File: src/rtl/pu32_pkg.sv
// Shared types, constants and color helpers for the 1.5x pixel upscaler.
`default_nettype none

package pu32_pkg;

    // Source geometry; blocks are 2x2 source pixels
    localparam int SOURCE_WIDTH  = 160;
    localparam int SOURCE_HEIGHT = 144;
    localparam int BLOCK_COLS    = SOURCE_WIDTH / 2;
    localparam int BLOCK_ROWS    = SOURCE_HEIGHT / 2;
    localparam int BLOCK_COUNT   = BLOCK_COLS * BLOCK_ROWS;
    localparam int POS_W         = (BLOCK_COUNT > 1) ? $clog2(BLOCK_COUNT) : 1;

    // Queue between front and back
    localparam int QDEPTH = 4;
    localparam int QPTR_W = $clog2(QDEPTH);
    localparam int QCNT_W = $clog2(QDEPTH + 1);

    // Per-channel halving mask for exact averages
    localparam logic [23:0] HALF_MASK = 24'hFEFEFE;

    // Item function codes
    localparam logic FUNC_PIXEL   = 1'b0;
    localparam logic FUNC_RESTART = 1'b1;

    // Configuration register indexes
    localparam int CFG_IDX_W = 3;
    localparam logic [CFG_IDX_W-1:0] REG_SHADE0 = 3'd0;
    localparam logic [CFG_IDX_W-1:0] REG_SHADE1 = 3'd1;
    localparam logic [CFG_IDX_W-1:0] REG_SHADE2 = 3'd2;
    localparam logic [CFG_IDX_W-1:0] REG_SHADE3 = 3'd3;
    localparam logic [CFG_IDX_W-1:0] REG_SMOOTH = 3'd4;

    typedef logic [23:0] rgb_t;
    typedef logic [1:0]  shade_t;

    typedef struct packed {
        logic       func;
        logic [7:0] src_top_left;
        logic [7:0] src_top_right;
        logic [7:0] src_bottom_left;
        logic [7:0] src_bottom_right;
    } pix_in_t;

    typedef struct packed {
        rgb_t out_top_left;
        rgb_t out_top_mid;
        rgb_t out_top_right;
        rgb_t out_mid_left;
        rgb_t out_centre;
        rgb_t out_mid_right;
        rgb_t out_bottom_left;
        rgb_t out_bottom_mid;
        rgb_t out_bottom_right;
        logic unchanged;
    } pix_out_t;

    // Classified block handed from front to back
    typedef struct packed {
        shade_t shade_tl;
        shade_t shade_tr;
        shade_t shade_bl;
        shade_t shade_br;
        logic   unchanged;
    } blk_t;

    // Exact per-channel average of two packed colors
    function automatic rgb_t avg_rgb(input rgb_t x, input rgb_t y);
        rgb_t half;
        half = ((x ^ y) & HALF_MASK) >> 1;
        return (x & y) + half;
    endfunction

endpackage

`default_nettype wire

File: src/rtl/pu32_queue.sv
// Short FIFO that decouples the front end from the color back end.
`default_nettype none

module pu32_queue import pu32_pkg::*; (
    input  wire logic clk,
    input  wire logic rst_n,
    input  wire logic push_valid,
    output logic      push_ready,
    input  wire blk_t push_data,
    output logic      pop_valid,
    input  wire logic pop_ready,
    output blk_t      pop_data
);

    blk_t              slot_reg [QDEPTH];
    logic [QPTR_W-1:0] wr_ptr_reg;
    logic [QPTR_W-1:0] rd_ptr_reg;
    logic [QCNT_W-1:0] count_reg;
    logic              do_push;
    logic              do_pop;

    assign push_ready = (count_reg != QCNT_W'(QDEPTH));
    assign pop_valid  = (count_reg != '0);
    assign do_push    = push_valid && push_ready;
    assign do_pop     = pop_valid && pop_ready;
    assign pop_data   = slot_reg[rd_ptr_reg];

    // Pointers and fill level
    always_ff @(posedge clk or negedge rst_n)
    begin
        if (!rst_n)
        begin
            wr_ptr_reg <= '0;
            rd_ptr_reg <= '0;
            count_reg  <= '0;
        end
        else
        begin
            if (do_push)
            begin
                wr_ptr_reg <= wr_ptr_reg + 1'b1;
            end
            if (do_pop)
            begin
                rd_ptr_reg <= rd_ptr_reg + 1'b1;
            end
            if (do_push && !do_pop)
            begin
                count_reg <= count_reg + 1'b1;
            end
            else if (do_pop && !do_push)
            begin
                count_reg <= count_reg - 1'b1;
            end
        end
    end

    // Storage
    always_ff @(posedge clk)
    begin
        if (do_push)
        begin
            slot_reg[wr_ptr_reg] <= push_data;
        end
    end

endmodule

`default_nettype wire

File: config.mk
export PLATFORM = sky130hd
export DESIGN_NAME = pu32_queue
export DESIGN_NICKNAME = d
export VERILOG_FILES = /design/src/rtl/pu32_pkg.sv /design/src/rtl/pu32_queue.sv
export SDC_FILE = /design/constraint.sdc
export NUM_CORES = 1
export LEC_CHECK = 0
export ABC_CLOCK_PERIOD_IN_PS = 2050
export BUFFER_PORTS_ARGS = -buffer_cell sky130_fd_sc_hd__buf_2
export CAP_MARGIN = 10
export CORE_UTILIZATION = 50
export CTS_CLUSTER_DIAMETER = 80
export DETAILED_ROUTE_END_ITERATION = 16
export GPL_ROUTABILITY_DRIVEN = 0
export GPL_TIMING_DRIVEN = 0
export PLACE_DENSITY = 0.71
export SETUP_SLACK_MARGIN = 0.05
export SLEW_MARGIN = 0
export SYNTH_ARGS = -nofsm -noshare
export SYNTH_HDL_FRONTEND = slang
export SYNTH_SLANG_ARGS = --single-unit
export TNS_END_PERCENT = 50
File: constraint.sdc
create_clock -name clk -period 2.05 [get_ports clk]
set_clock_uncertainty 0.15 [all_clocks]
set_input_delay 0.3075 -clock clk [delete_from_list [all_inputs] [get_ports clk]]
set_output_delay 0.3075 -clock clk [all_outputs]
set_load 0.01 [all_outputs]
# [Word level (Yosys, flattened, before mapping)]
# Memories as Yosys holds them, arrays and structs flattened.
# Index checks and enable logic that the tools add are counted.
[totals] ram_bits=36 wordCells=21 ff_bits=7 inputBits=13 mem_count=1 out_inout_bits=11
[classes] n_reduce_logical=8 add_sub_neg=4 n_mux=4 n_eq_ne=1
[memory_table] memory="slot_reg" words=4 width=9 rd=1 rd_ports_with_merged_regs=0 wr=1 line="pu32_queue.sv:15" text="blk_t slot_reg [QDEPTH];"
[op_table] cell="2-to-1 mux 3 bit" n=2
[op_table] cell="adder 2 x 1 -> 2 bit (second input constant)" n=2
[op_table] cell="logical AND 1 bit" n=4
[op_table] cell="adder 3 x 1 -> 3 bit (second input constant)" n=1
[op_table] cell="!= test 3 bit (second input constant)" n=1
[op_table] cell="nonzero test 3 bit" n=1
[op_table] cell="subtractor 3 x 1 -> 3 bit (second input constant)" n=1
[op_table] cell="zero test 1 bit" n=2
[op_table] cell="2-to-1 mux 1 bit" n=2
[op_table] cell="nonzero test 2 bit" n=1

# [Depth between registers and ports, before layout]
[depth] ltp_word=6 depth_mapped=8 mapped_depth_nobuf=8

# [Least setup slack after synthesis]
# OpenSTA, ideal clock, no wires.
[synth_timing] path_type="reg-to-reg" start="register count_reg[2]" end="register count_reg[2]" period_less_slack_ns=2.108 arrival_ns=1.879 path_stages_with_launch=9 path_slack_ns=-0.058 n_path_buf=0 required_time_ns=1.821 setup_time_ns=0.079 path_cell_list="dfrtp_1 -> or3_4 -> nand2_4 -> ha_1 -> inv_1 -> fa_1 -> xor2_1 -> nor2_1 -> xor2_1"
[synth_between] elab_chain_len=5 word_cells_on_any_way=13 classes_between="add/sub: 2; eq/ne: 1; mux: 2; reduce/logical: 8"
[synth_rtl] item="from (decl)" line="pu32_queue.sv:18" text="logic [QCNT_W-1:0] count_reg;"
[synth_rtl] item="from (signal assigned)" line="pu32_queue.sv:49" text="count_reg <= count_reg + 1'b1;"
[synth_rtl] item="from (signal assigned)" line="pu32_queue.sv:53" text="count_reg <= count_reg - 1'b1;"
[synth_rtl] item="nonzero test 3 bit (*)" line="pu32_queue.sv:23" text="assign pop_valid = (count_reg != '0);"
[synth_rtl] item="via pop_valid" line="pu32_queue.sv:10" text="output logic pop_valid,"
[synth_rtl] item="logical AND 1 bit (*)" line="pu32_queue.sv:25" text="assign do_pop = pop_valid && pop_ready;"
[synth_rtl] item="zero test 1 bit" line="pu32_queue.sv:47" text="if (do_push && !do_pop)"
[synth_rtl] item="logical AND 1 bit" line="pu32_queue.sv:47"
[synth_rtl] item="2-to-1 mux 3 bit / nonzero test 2 bit (equally long branches)"
# Mark *: on every way through the listed nets, which the timed path passes. The rest lies on a longest branch. The select of a mux whose other input is x is not followed.
# A chain may end at the register's enable or synchronous reset.

# [Worst setup path in the final report]
[layout_timing] start="register count_reg[1]" end="register count_reg[2]"
[layout_between] elab_chain_len=5 word_cells_on_any_way=13 classes_between="add/sub: 2; eq/ne: 1; mux: 2; reduce/logical: 8"
[layout_rtl] item="parallel branches: the longest is 5 deep, another holds subtractor 3 x 1 -> 3 bit"
# Parallel ways; which one is timed is not known. The select of a mux whose other input is x is not followed.

==> flow_summary.json <==
{
  "areaGrowthSynthToFinish_pct": 27.3,
  "p_leak_uw": 0.000832,
  "yosysSeqAreaShare_pct": 72.5,
  "reg2reg_from": "count_reg[1]",
  "path_clk_slew_ns": 0.13,
  "row_count": 21,
  "htree_levels": 2,
  "final.setup.worst_slack_ns": -0.0383,
  "path_cells": "or3_4 > nand2_4 > ha_4 > inv_2 > fa_2 > xor2_1 > nor2_1 > xor2_1",
  "place_inst": 151,
  "die_x_um": 60.9,
  "largest_reg_flops": 36,
  "drt_pass1_iterations": 4,
  "dp_hpwl_um": 1660,
  "dieHeight_um": 60.9,
  "vias": 866,
  "rsz0062_at_grt": "true",
  "final.period_utilization_pct": 102,
  "overflow": 0,
  "status": "complete, but fails checks",
  "antennaDiodeCount": 0,
  "grt_pass1_vias": 832,
  "cts_buffer_depth": 2,
  "cts_sinks": 43,
  "maxCapViolCount": 0,
  "clkLatencyLatePin_ns": 0.34,
  "max_stage_delay_ns": 0.42,
  "cellPowerDensity_nw_per_um2": 1440,
  "synth_top_area_share_pct": 62.4,
  "cts_inserted_buffers": 5,
  "crit_slowest_cell": "dfrtp_1",
  "finalSetupTns_ns": -0.0383,
  "hold_class": "in -> reg",
  "dp_slack_ns": -0.0750,
  "slew_viol_final": 0,
  "drive_above_1_share_pct": 52.4,
  "viasPerCell": 5.03,
  "antenna_found_initial": 0,
  "core-area_um2": 3340,
  "worstSetupEndpointType": "register",
  "grt_pass1_wl_um": 4100,
  "syn_avg_cell_area_um2": 21.1,
  "yosys.area.top_type": "edfxtp_1",
  "wire_per_inst_um": 16.0,
  "synth_fp_nets": 101,
  "fmax_ghz": 0.479,
  "first_iter_violations": 23,
  "hold_violations": 0,
  "startpoint": "count_reg[1]",
  "grt_max_degree": 15,
  "ys_ff_latch": 43,
  "required_ns": 2.17,
  "peakVddDrop_mv": 0.794,
  "fin_nets": 144,
  "root_buffer": "clkbuf_4",
  "yosysUniqueCellTypes": 19,
  "place_area_um2": 1920,
  "fin_crit_ns": 2.09,
  "path_max_fanout": 3,
  "finalInstanceArea_um2": 2210,
  "port-buffer-count": 23,
  "fill_cells": 229,
  "die_area_um2": 3710,
  "pin_count": 24,
  "slew_headroom_pct": 81.0,
  "critPathCapture": "count_reg[2]",
  "cts_tree": "yes",
  "track_usage_pct": 16.9,
  "stdcell_count": 172,
  "r2r_setup_slack_ns": -0.04,
  "start_util_pct": 51.9,
  "drc": 0,
  "wl_um": 2740,
  "start_kind": "register",
  "failed_checks": "setup timing",
  "crit_type": "reg -> reg",
  "synthCells": 82,
  "setup_viol": 1,
  "cp.arrival_ns": 2.20,
  "syn-cell-area_um2": 1730,
  "path_common_cell": "xor2_1",
  "reg2reg_depth": 8,
  "ant_nets": 0,
  "yosys-top-cells-area": "edfxtp_1, mux4_2, dfrtp_1",
  "r2r-end": "count_reg[2]",
  "utilization_pct": 66.1,
  "max_slew.worst_pin.slew_ns": 0.285,
  "yosysWarnings": 0
}
-- cell usage after synthesis --
master and number:
buf_2 1, fa_1 1, nand2_1 1, inv_1 3, mux2_4 1, and2_2 4
buf_6 1, nor2_1 2, dfrtp_1 7, mux4_2 9, edfxtp_1 36, nand3_2 1
nand2_4 1, xor2_1 2, xnor2_1 4, ha_1 5, or3_4 1, a21boi_2 1
mux2_2 1
-- placed cells by master (no fill, tap or decap), types with 2 or more instances in the layout --
| master | instances |
|---|---|
| and2_2 | 4 |
| buf_2 | 15 |
| buf_4 | 8 |
| buf_6 | 9 |
| clkbuf_4 | 5 |
| dfrtp_1 | 5 |
| dfrtp_2 | 2 |
| dlygate4sd3_1 | 4 |
| edfxtp_1 | 36 |
| ha_1 | 4 |
| inv_1 | 2 |
| mux2_4 | 2 |
| mux4_2 | 9 |
| nor2_1 | 2 |
| xnor2_1 | 4 |
| xor2_1 | 2 |
-- how the worst min path moves through the flow --
stage	end	depth (start not counted)	from	slack (ns)
3_5_place_dp	rd_ptr_reg[1]	1	rst_n	0.0006
4_1_cts	slot_reg[1][3]	1	push_data[3]	0.01
6_report	slot_reg[1][6]	1	push_data[6]	0.02
5_1_grt	slot_reg[0][4]	1	push_data[4]	0.008
3_3_place_gp	rd_ptr_reg[1]	1	rst_n	-0.004
2_1_floorplan	count_reg[0]	0	rst_n	-0.14
-- per-stage QoR --
step / total power [uW] / hold slack (ns)
after floorplan: 2000 / -0.138
after global placement: 2260 / -0.00383
after detailed placement: 2300 / 0.000619
final: 3170 / 0.0249
after CTS: 3060 / 0.00955
after global routing: 3360 / 0.00764
-- critical path: cells and delay by family (launching register included) --
| kind | cells | cell delay (ns) |
|---|---|---|
| simple gates | 3 | 0.64 |
| fa+ha+maj | 2 | 0.45 |
| flops | 1 | 0.42 |
| xor+xnor | 2 | 0.31 |
| buf+inv | 1 | 0.04 |
-- repair_timing --
item / CTS / global route
hold endpoints to repair: 7 / 10
gates cloned: 0 / 1
setup endpoints to repair: 10 / 11
setup buffers: 7 / 1
pin swaps: 3 / 3
resized for setup: 13 / 3
hold buffers: 1 / 3
-- cell families (layout without fill, tap and decap cells) --
kind of cell | count (synthesis) | count (layout) | synth area share, %
and+or+nand+nor | 10 | 10 | 4.26
xor gates and xnor gates | 6 | 6 | 3.03
muxes | 11 | 11 | 13.2
adders and majority gates | 6 | 6 | 4.77
DFF | 43 | 43 | 72.5
buffers and inverters | 5 | 49 | 1.59
AOI/OAI and AO/OA | 1 | 1 | 0.650
-- metal layers --
layer	vias to the layer above	track usage [%]	wire length, um
met5	-	0	0
met1	442	20.6	1210
met3	5	6.61	124
met4	0	6.82	38
li1	401	-	-
met2	18	27.2	1380
-- layout make-up --
| type | instances | area (um^2) | area share, % |
|---|---|---|---|
| sequential | 43 | 1260 | 57.1 |
| multi-input combinational | 34 | 475 | 21.6 |
| timing repair buffer | 36 | 297 | 13.4 |
| tap | 46 | 57.6 | 2.61 |
| clock inverter | 3 | 43.8 | 1.99 |
| clock buffer | 5 | 37.5 | 1.70 |
| buffer | 2 | 25.0 | 1.13 |
| inverter | 3 | 11.3 | 0.510 |
-- power by group --
group / total (uW) / switching, uW / internal (uW)
combinational: 1360 / 568 / 789
clock: 521 / 264 / 257
sequential: 1290 / 104 / 1190
total: 3170 / 935 / 2230
No activity file was read; power rests on OpenSTA's default activity.
