[config.mk]
export PLATFORM = sky130hd
export DESIGN_NAME = pu32_back
export DESIGN_NICKNAME = d
export VERILOG_FILES = /design/src/rtl/pu32_pkg.sv /design/src/rtl/pu32_back.sv
export SDC_FILE = /design/constraint.sdc
export NUM_CORES = 1
export LEC_CHECK = 0
export BUFFER_PORTS_ARGS = -buffer_cell sky130_fd_sc_hd__buf_2
export CAP_MARGIN = 5
export CORE_MARGIN = 4
export CORE_UTILIZATION = 50
export DETAILED_ROUTE_END_ITERATION = 10
export PLACE_DENSITY = 0.68
export SYNTH_ARGS = -nofsm -noshare
export SYNTH_HDL_FRONTEND = slang
export SYNTH_SLANG_ARGS = --single-unit
[constraint.sdc]
create_clock -name clk -period 6.95 [get_ports clk]
set_input_delay 0.695 -clock clk [delete_from_list [all_inputs] [get_ports clk]]
set_output_delay 0.695 -clock clk [all_outputs]
set_load 0.01 [all_outputs]
[src/rtl/pu32_pkg.sv]
// Shared types, constants and color helpers for the 1.5x pixel upscaler.
`default_nettype none

package pu32_pkg;

    // Source geometry; blocks are 2x2 source pixels
    localparam int SOURCE_WIDTH  = 160;
    localparam int SOURCE_HEIGHT = 144;
    localparam int BLOCK_COLS    = SOURCE_WIDTH / 2;
    localparam int BLOCK_ROWS    = SOURCE_HEIGHT / 2;
    localparam int BLOCK_COUNT   = BLOCK_COLS * BLOCK_ROWS;
    localparam int POS_W         = (BLOCK_COUNT > 1) ? $clog2(BLOCK_COUNT) : 1;

    // Queue between front and back
    localparam int QDEPTH = 4;
    localparam int QPTR_W = $clog2(QDEPTH);
    localparam int QCNT_W = $clog2(QDEPTH + 1);

    // Per-channel halving mask for exact averages
    localparam logic [23:0] HALF_MASK = 24'hFEFEFE;

    // Item function codes
    localparam logic FUNC_PIXEL   = 1'b0;
    localparam logic FUNC_RESTART = 1'b1;

    // Configuration register indexes
    localparam int CFG_IDX_W = 3;
    localparam logic [CFG_IDX_W-1:0] REG_SHADE0 = 3'd0;
    localparam logic [CFG_IDX_W-1:0] REG_SHADE1 = 3'd1;
    localparam logic [CFG_IDX_W-1:0] REG_SHADE2 = 3'd2;
    localparam logic [CFG_IDX_W-1:0] REG_SHADE3 = 3'd3;
    localparam logic [CFG_IDX_W-1:0] REG_SMOOTH = 3'd4;

    typedef logic [23:0] rgb_t;
    typedef logic [1:0]  shade_t;

    typedef struct packed {
        logic       func;
        logic [7:0] src_top_left;
        logic [7:0] src_top_right;
        logic [7:0] src_bottom_left;
        logic [7:0] src_bottom_right;
    } pix_in_t;

    typedef struct packed {
        rgb_t out_top_left;
        rgb_t out_top_mid;
        rgb_t out_top_right;
        rgb_t out_mid_left;
        rgb_t out_centre;
        rgb_t out_mid_right;
        rgb_t out_bottom_left;
        rgb_t out_bottom_mid;
        rgb_t out_bottom_right;
        logic unchanged;
    } pix_out_t;

    // Classified block handed from front to back
    typedef struct packed {
        shade_t shade_tl;
        shade_t shade_tr;
        shade_t shade_bl;
        shade_t shade_br;
        logic   unchanged;
    } blk_t;

    // Exact per-channel average of two packed colors
    function automatic rgb_t avg_rgb(input rgb_t x, input rgb_t y);
        rgb_t half;
        half = ((x ^ y) & HALF_MASK) >> 1;
        return (x & y) + half;
    endfunction

endpackage

`default_nettype wire

[src/rtl/pu32_back.sv]
// Back end: palette lookup, blending and the output register; holds the config registers.
`default_nettype none

module pu32_back import pu32_pkg::*; (
    input  wire logic                 clk,
    input  wire logic                 rst_n,
    input  wire logic                 cfg_valid,
    output logic                      cfg_ready,
    input  wire logic [CFG_IDX_W-1:0] cfg_index,
    input  wire logic [23:0]          cfg_data,
    input  wire logic                 pop_valid,
    output logic                      pop_ready,
    input  wire blk_t                 pop_data,
    output logic                      rgb_valid,
    input  wire logic                 rgb_ready,
    output pix_out_t                  rgb_data
);

    rgb_t     palette_reg [4];
    logic     smooth_reg;
    logic     out_valid_reg;
    pix_out_t out_data_reg;
    pix_out_t out_next;

    rgb_t ctl;
    rgb_t ctr;
    rgb_t cbl;
    rgb_t cbr;
    rgb_t tmid;
    rgb_t bmid;

    assign cfg_ready = 1'b1;

    // Configuration writes; unknown indexes are dropped
    always_ff @(posedge clk or negedge rst_n)
    begin
        if (!rst_n)
        begin
            for (int i = 0; i < 4; i++)
            begin
                palette_reg[i] <= '0;
            end
            smooth_reg <= 1'b0;
        end
        else if (cfg_valid)
        begin
            unique case (cfg_index) inside
                REG_SHADE0, REG_SHADE1, REG_SHADE2, REG_SHADE3:
                begin
                    palette_reg[cfg_index[1:0]] <= cfg_data;
                end
                REG_SMOOTH:
                begin
                    smooth_reg <= cfg_data[0];
                end
                default:
                begin
                end
            endcase
        end
    end

    // Colors of the 3x3 output block
    always_comb
    begin
        ctl  = palette_reg[pop_data.shade_tl];
        ctr  = palette_reg[pop_data.shade_tr];
        cbl  = palette_reg[pop_data.shade_bl];
        cbr  = palette_reg[pop_data.shade_br];
        tmid = smooth_reg ? avg_rgb(ctl, ctr) : ctl;
        bmid = smooth_reg ? avg_rgb(cbl, cbr) : cbl;

        out_next.out_top_left     = ctl;
        out_next.out_top_mid      = tmid;
        out_next.out_top_right    = ctr;
        out_next.out_mid_left     = avg_rgb(ctl, cbl);
        out_next.out_centre       = avg_rgb(tmid, bmid);
        out_next.out_mid_right    = avg_rgb(ctr, cbr);
        out_next.out_bottom_left  = cbl;
        out_next.out_bottom_mid   = bmid;
        out_next.out_bottom_right = cbr;
        out_next.unchanged        = pop_data.unchanged;
    end

    // Output register
    assign pop_ready = !out_valid_reg || rgb_ready;

    always_ff @(posedge clk or negedge rst_n)
    begin
        if (!rst_n)
        begin
            out_valid_reg <= 1'b0;
        end
        else if (pop_ready)
        begin
            out_valid_reg <= pop_valid;
        end
    end

    always_ff @(posedge clk)
    begin
        if (pop_ready && pop_valid)
        begin
            out_data_reg <= out_next;
        end
    end

    assign rgb_valid = out_valid_reg;
    assign rgb_data  = out_data_reg;

endmodule

`default_nettype wire

* Word-level counts from Yosys, hierarchy flattened
Cells that the tools add are included.
** Word-level totals
- Bits in read-only memories :: 0
- RAM bits :: 0
- Bits in latches :: 0
- Bits in registers :: 315
- Memories :: 0
- Output and inout bits :: 220
- Logic and storage cells :: 71
** Operators by class
- Muxes and demuxes :: 17
- Equality and inequality tests :: 4
- $add $sub $neg :: 5
- Reductions and logical operators :: 8
- Bitwise logic cells :: 15
- Div/mod/pow operators :: 0
- Shift operators :: 0
- Multiply operators :: 0
- $lt $le $gt $ge :: 6
** Operator list (number)
- two-way mux 24 bit :: 11
- binary-select mux 24 bit (select 2 bit) :: 4
- adder 24 x 23 -> 24 bit :: 5
- bitwise AND 24 bit :: 5
- XOR 24 bit :: 5
- bitwise mux 96 bit :: 1
- demux 24 bit (select 2 bit) :: 1
- greater-or-equal comparator 3 bit (second input constant) :: 5
- NOT 2 -> 3 bit :: 5
- == test 3 x 2 -> 1 bit (second input constant) :: 2
- AND reduction 2 bit :: 2
- OR reduction 4 bit :: 1
- == test 3 x 1 -> 1 bit (second input constant) :: 1
- == test 3 bit (second input constant) :: 1
- zero test 3 bit :: 1
- less-than comparator 3 x 1 -> 1 bit (second input constant) :: 1
- logical AND 1 bit :: 2
- zero test 1 bit :: 1
- logical OR 1 bit :: 1

* Depth between registers and ports, before layout
- Depth in word-level cells :: 9
- Mapped depth :: 23

* Least setup slack after synthesis
OpenSTA, ideal clock, no wires.
- Kind :: input -> register
- From :: in pop_data[1] (netlist name)
- To :: reg out_data_reg, in the netlist rgb_data[120], data pin
- Setup slack :: 485 ps
- Required time :: 6692 ps
- Arrival :: 6207 ps
- Stages on the path :: 21
- Path through :: clkbuf_1 > buf_1 > mux4_2 > ha_1 > ha_1 > fa_1 > a211oi_1 > nor4_1 > or3_1 > a21oi_1 > xor2_1 > o21ai_1 > ha_1 > ha_1 > nand3_1 > a211oi_1 > a41oi_1 > o221ai_1 > a221o_1 > a21oi_1 > xnor2_1
** RTL lines
- start: declaration :: line pu32_back.sv:13 : input wire blk_t pop_data,
- end signal: assignment :: line pu32_back.sv:104 : out_data_reg <= out_next;
- end: declaration :: line pu32_back.sv:22 : pix_out_t out_data_reg;

==> tab_implementation.tex <==
\begin{tabular}{lr}
\hline
Metric & Value \\
\hline
\multicolumn{2}{l}{\textbf{Clock network}} \\
Bufs on Longest Clock Path & 3 \\
Post-CTS resize count & 0 \\
Post-CTS setup buffer count & 0 \\
TritonCTS clock tree & done \\
Num CTS Buffers & 34 \\
Clock network latency to the later pin of the worst-skew pair & about 0.53 ns \\
Clk sink count & around 320 \\
Total of hold buffers inserted after clock tree synthesis & 0 \\
Number of H-tree branching levels & 2 \\
CTS root buf & sky130\_fd\_sc\_hd\_\_clkbuf\_16 \\
Clock edge transition at the registers on the reported setup and hold paths & roughly 0.060 ns \\
\multicolumn{2}{l}{\textbf{Worst setup path}} \\
Worst Setup Start Kind & flop \\
Reg2reg end & rgb\_data[120]\$\_DFFE\_PP\_ \\
Slowest cell on crit path & sky130\_fd\_sc\_hd\_\_mux4\_2 \\
Worst path depth & 19 \\
Cell type with the highest occurrence count on the critical path & sky130\_fd\_sc\_hd\_\_ha\_1 \\
Worst r2r src & palette\_reg[73]\$\_DFFE\_PN0P\_ \\
Critical setup path kind & flop to flop \\
Kind of cell adding the most delay to the critical path & compound AO/OA/AOI/OAI gates \\
Cell count of the worst reg-to-reg path & 19 \\
CP Capture Type & flop \\
Critical Path RT & 7.22 ns \\
Register-to-Register Setup Slack & 0.86 ns \\
Crit Path Max Fanout & 5 \\
Sum of buffers and inverters on the critical path & 0 \\
CP Data Arrival Time & 6.36 ns \\
Ordered list of cells on the worst path & mux4\_2 -> ha\_1 -> ha\_1 -> fa\_1 -> a211oi\_1 -> nor4\_1 -> or3\_1 -> a21oi\_1 -> xor2\_1 -> o21ai\_1 -> ha\_1 -> ha\_1 -> nand3\_1 -> a211oi\_1 -> a41oi\_1 -> o221ai\_1 -> a221o\_1 -> a21oi\_1 -> xnor2\_1 \\
Largest stage delay on the critical path & $\sim$0.55 ns \\
\multicolumn{2}{l}{\textbf{Synth}} \\
Cell area after synthesis & 0.0197 sq mm \\
Post-Synthesis Net Count & 1755 \\
Ys async rst share & 0.311 \\
Yosys warnings & 0 \\
Sequential element share of the synthesized area & 0.456 \\
Synth unique cells & 69 \\
Dominant synthesized flop cell & sky130\_fd\_sc\_hd\_\_edfxtp\_1 \\
Cell types with the largest area share after synthesis & sky130\_fd\_sc\_hd\_\_edfxtp\_1 33\%, sky130\_fd\_sc\_hd\_\_ha\_1 13\%, sky130\_fd\_sc\_hd\_\_dfrtp\_1 12\% \\
Total of flip-flops plus latches after synthesis & around 320 \\
Share of Yosys cell area claimed by the top area cell type & 0.331 \\
Leading area contributor after synthesis & sky130\_fd\_sc\_hd\_\_edfxtp\_1 \\
Post-synth EDFFs & about 220 \\
Post-Synthesis Cells & 1499 \\
Synthesized area per cell & 13.1 sq um \\
\multicolumn{2}{l}{\textbf{Flow run}} \\
Number of maximum-capacitance violations & 0 \\
\multicolumn{2}{l}{\textbf{Outcome}} \\
Outcome & completed \\
\multicolumn{2}{l}{\textbf{STA}} \\
Slew @ Worst Pin & between 0.8 and 0.9 ns \\
Endpoints failing setup & 0 \\
RSZ-0062 raised after global routing & no \\
Fin. max-slew vios & 0 \\
Max-Slew Margin vs Limit & 0.405 \\
Clock Skew & about 0.020 ns \\
Peak Freq & about 160 MHz \\
Setup TNS & 0 ns \\
Fin. Hold Viols & 0 \\
Fin crit period & just over 6 ns \\
Fin crit share & 0.876 \\
\multicolumn{2}{l}{\textbf{Global route}} \\
Wire length of the first global-routing pass & 81.2 mm \\
Largest net degree at the start of global routing & 143 \\
All-Layer GR Usage & 0.250 \\
Antenna violations before repair & 6 \\
Via count of the first global-routing pass & 13879 \\
Gr ovfl total & 0 \\
\multicolumn{2}{l}{\textbf{Final layout}} \\
Final Util & 0.589 \\
Flip-flop count of the largest register after layout & approximately 220 \\
Total of fill cells in the finished design & around 3200 \\
Commonest non-fill, non-tap cell in the layout & sky130\_fd\_sc\_hd\_\_buf\_2 \\
Leading cell types in the layout, fill and taps excluded & 258 x sky130\_fd\_sc\_hd\_\_buf\_2, 217 x sky130\_fd\_sc\_hd\_\_edfxtp\_1, 210 x sky130\_fd\_sc\_hd\_\_ha\_1 \\
Layout cells sized above 1 & 0.317 \\
Final non-filler cell area & about 0.023 sq mm \\
Final cell count without fillers & between 2000 and 2500 \\
Number of nets in the layout & $\sim$2000 \\
Layout overhead on the synthesized area & 16.1\% \\
\multicolumn{2}{l}{\textbf{Worst hold path}} \\
Hold Path Class & primary input to asynchronous set/reset pin \\
\multicolumn{2}{l}{\textbf{Routing}} \\
Final Routed Wirelength & around 54 mm \\
Average via count per standard cell & between 6 and 7 \\
Post-route antenna net violation count & 0 \\
First-iteration detailed-routing DRC count & between 1000 and 1500 \\
Number of vias in the routed layout & 14182 \\
TritonRoute pass-1 iters & 5 \\
Average detailed-routed wire length per instance & between 20 and 25 um \\
Number of remaining DRC errors & 0 \\
\multicolumn{2}{l}{\textbf{Power and ir drop}} \\
P per Cell Area & between 400 and 500 mW/mm\^{}2 \\
Max VDD drop & 0.000194 V \\
Internal Pwr Total & roughly 6.5 mW \\
Net switching power & between 4 and 5 mW \\
Seq pwr share & 0.283 \\
Clock share of power & 0.184 \\
Combinational share of power & 0.533 \\
Sw Share & 0.405 \\
Leak pwr & just under 10 nW \\
\multicolumn{2}{l}{\textbf{Floorplan}} \\
Row count & 72 \\
Top-Level Pins & approximately 260 \\
Effective utilization at floorplan & 0.508 \\
Area of the die & 0.0426 sq mm \\
Y dimension of the die & $\sim$210 um \\
Width of the die & between 200 and 250 um \\
Area of the placeable core & between 0.03 and 0.04 sq mm \\
\multicolumn{2}{l}{\textbf{Placement}} \\
Number of input and output port buffers inserted & between 200 and 300 \\
Cell Count Post-Placement & 2239 \\
Post-placement cell area & $\sim$0.022 sq mm \\
Final HPWL DP & around 42 mm \\
Placer congestion estimate & about 0.87 \\
\hline
\end{tabular}
==> layout make-up <==
type | count | area [sq um] | share of cell area
Clock buffer | 40 | 968 | 0.0424
Multi-Input combinational cell | 1100 | 10400 | 0.455
Inverter | 28 | 105 | 0.00460
Sequential cell | 315 | 8970 | 0.393
Antenna cell | 3 | 7.51 | 0.000329
Timing Repair Buffer | 278 | 1450 | 0.0637
Clock inverter | 21 | 282 | 0.0123
Tap cell | 518 | 648 | 0.0284
==> worst register-to-register path: cells and delay by family, from the launching register on <==
| family | cells | cell delay [ns] |
|---|---|---|
| AO/OA/AOI/OAI | 8 | 2.27 |
| XOR/XNOR | 2 | 0.29 |
| adder cells (fa/ha/maj) | 5 | 1.71 |
| flip-flops | 1 | 0.45 |
| multiplexers | 1 | 0.55 |
| AND/OR/NAND/NOR | 3 | 0.56 |
==> Yosys cell counts (all sizes together) (5+ instances only) <==
cell type	instances
o21a	12
edfxtp	217
or3	8
and3	8
nor3	12
and2	18
mux2	119
a2111oi	6
nand2b	9
o31ai	5
nand3	32
a31o	5
xnor2	61
o21ai	73
nor2	58
fa	5
nor4	5
nor2b	8
a31oi	14
and4	5
nand4	16
clkbuf	41
a211oi	24
buf	15
a21o	36
mux4	96
o211ai	7
inv	28
ha	210
o21bai	9
dfrtp	98
a21oi	85
nand2	74
xor2	34
==> power by group through the flow <==
stage,Sequential (mW),Combinational (mW),Clock (mW)
2_1_floorplan,3.23,3.93,0
3_3_place_gp,3.09,5.64,0
4_1_cts,3.08,5.77,2.04
6_report,3.08,5.81,2.00
5_1_grt,3.13,6.43,2.12
3_5_place_dp,3.11,5.71,0
==> metal layers <==
layer  global-route usage  vias to the layer above  share of wire
met1                0.361                     6980           0.43
met2                0.383                      661           0.45
met5                    0                        -         0.0010
met3               0.0510                      104          0.091
li1                     -                     6429              -
met4               0.0791                        8          0.032
==> logic make-up (layout without fill, tap and decap cells) <==
family / Yosys count / in the layout / synth area share
xor gates and xnor gates: 95 / 95 / 0.0423
and+or+nand+nor: 260 / 260 / 0.0646
muxes: 215 / 215 / 0.178
adders and majority gates: 215 / 215 / 0.139
other: 1 / 4 / 0.000191
AOI/OAI and AO/OA: 314 / 314 / 0.104
buffers and inverters: 84 / 367 / 0.0163
DFF: 315 / 315 / 0.456
==> metrics by stage <==
stage | power (mW) | setup slack (ns) | hold slack (ns)
global route | 11.7 | 0.444 | 0.209
detailed placement | 8.82 | 0.430 | 0.534
global placement | 8.73 | 0.576 | 0.517
finish | 10.9 | 0.859 | 0.182
CTS | 10.9 | 0.914 | 0.178
floorplan | 7.16 | 0.485 | 0.399
==> worst max-delay path by stage <==
stage | slack (ns) | endpoint | from
floorplan | 0.49 | rgb_data[120]$_DFFE_PP_ | pop_data[1]
global route | 0.44 | rgb_data[120]$_DFFE_PP_ | pop_data[7]
finish | 0.86 | rgb_data[120]$_DFFE_PP_ | palette_reg[73]$_DFFE_PN0P_
CTS | 0.91 | rgb_data[120]$_DFFE_PP_ | palette_reg[1]$_DFFE_PN0P_
global placement | 0.58 | rgb_data[120]$_DFFE_PP_ | pop_data[1]
detailed placement | 0.43 | rgb_data[120]$_DFFE_PP_ | pop_data[7]
Note: power is estimated with default switching activity, not from simulation.
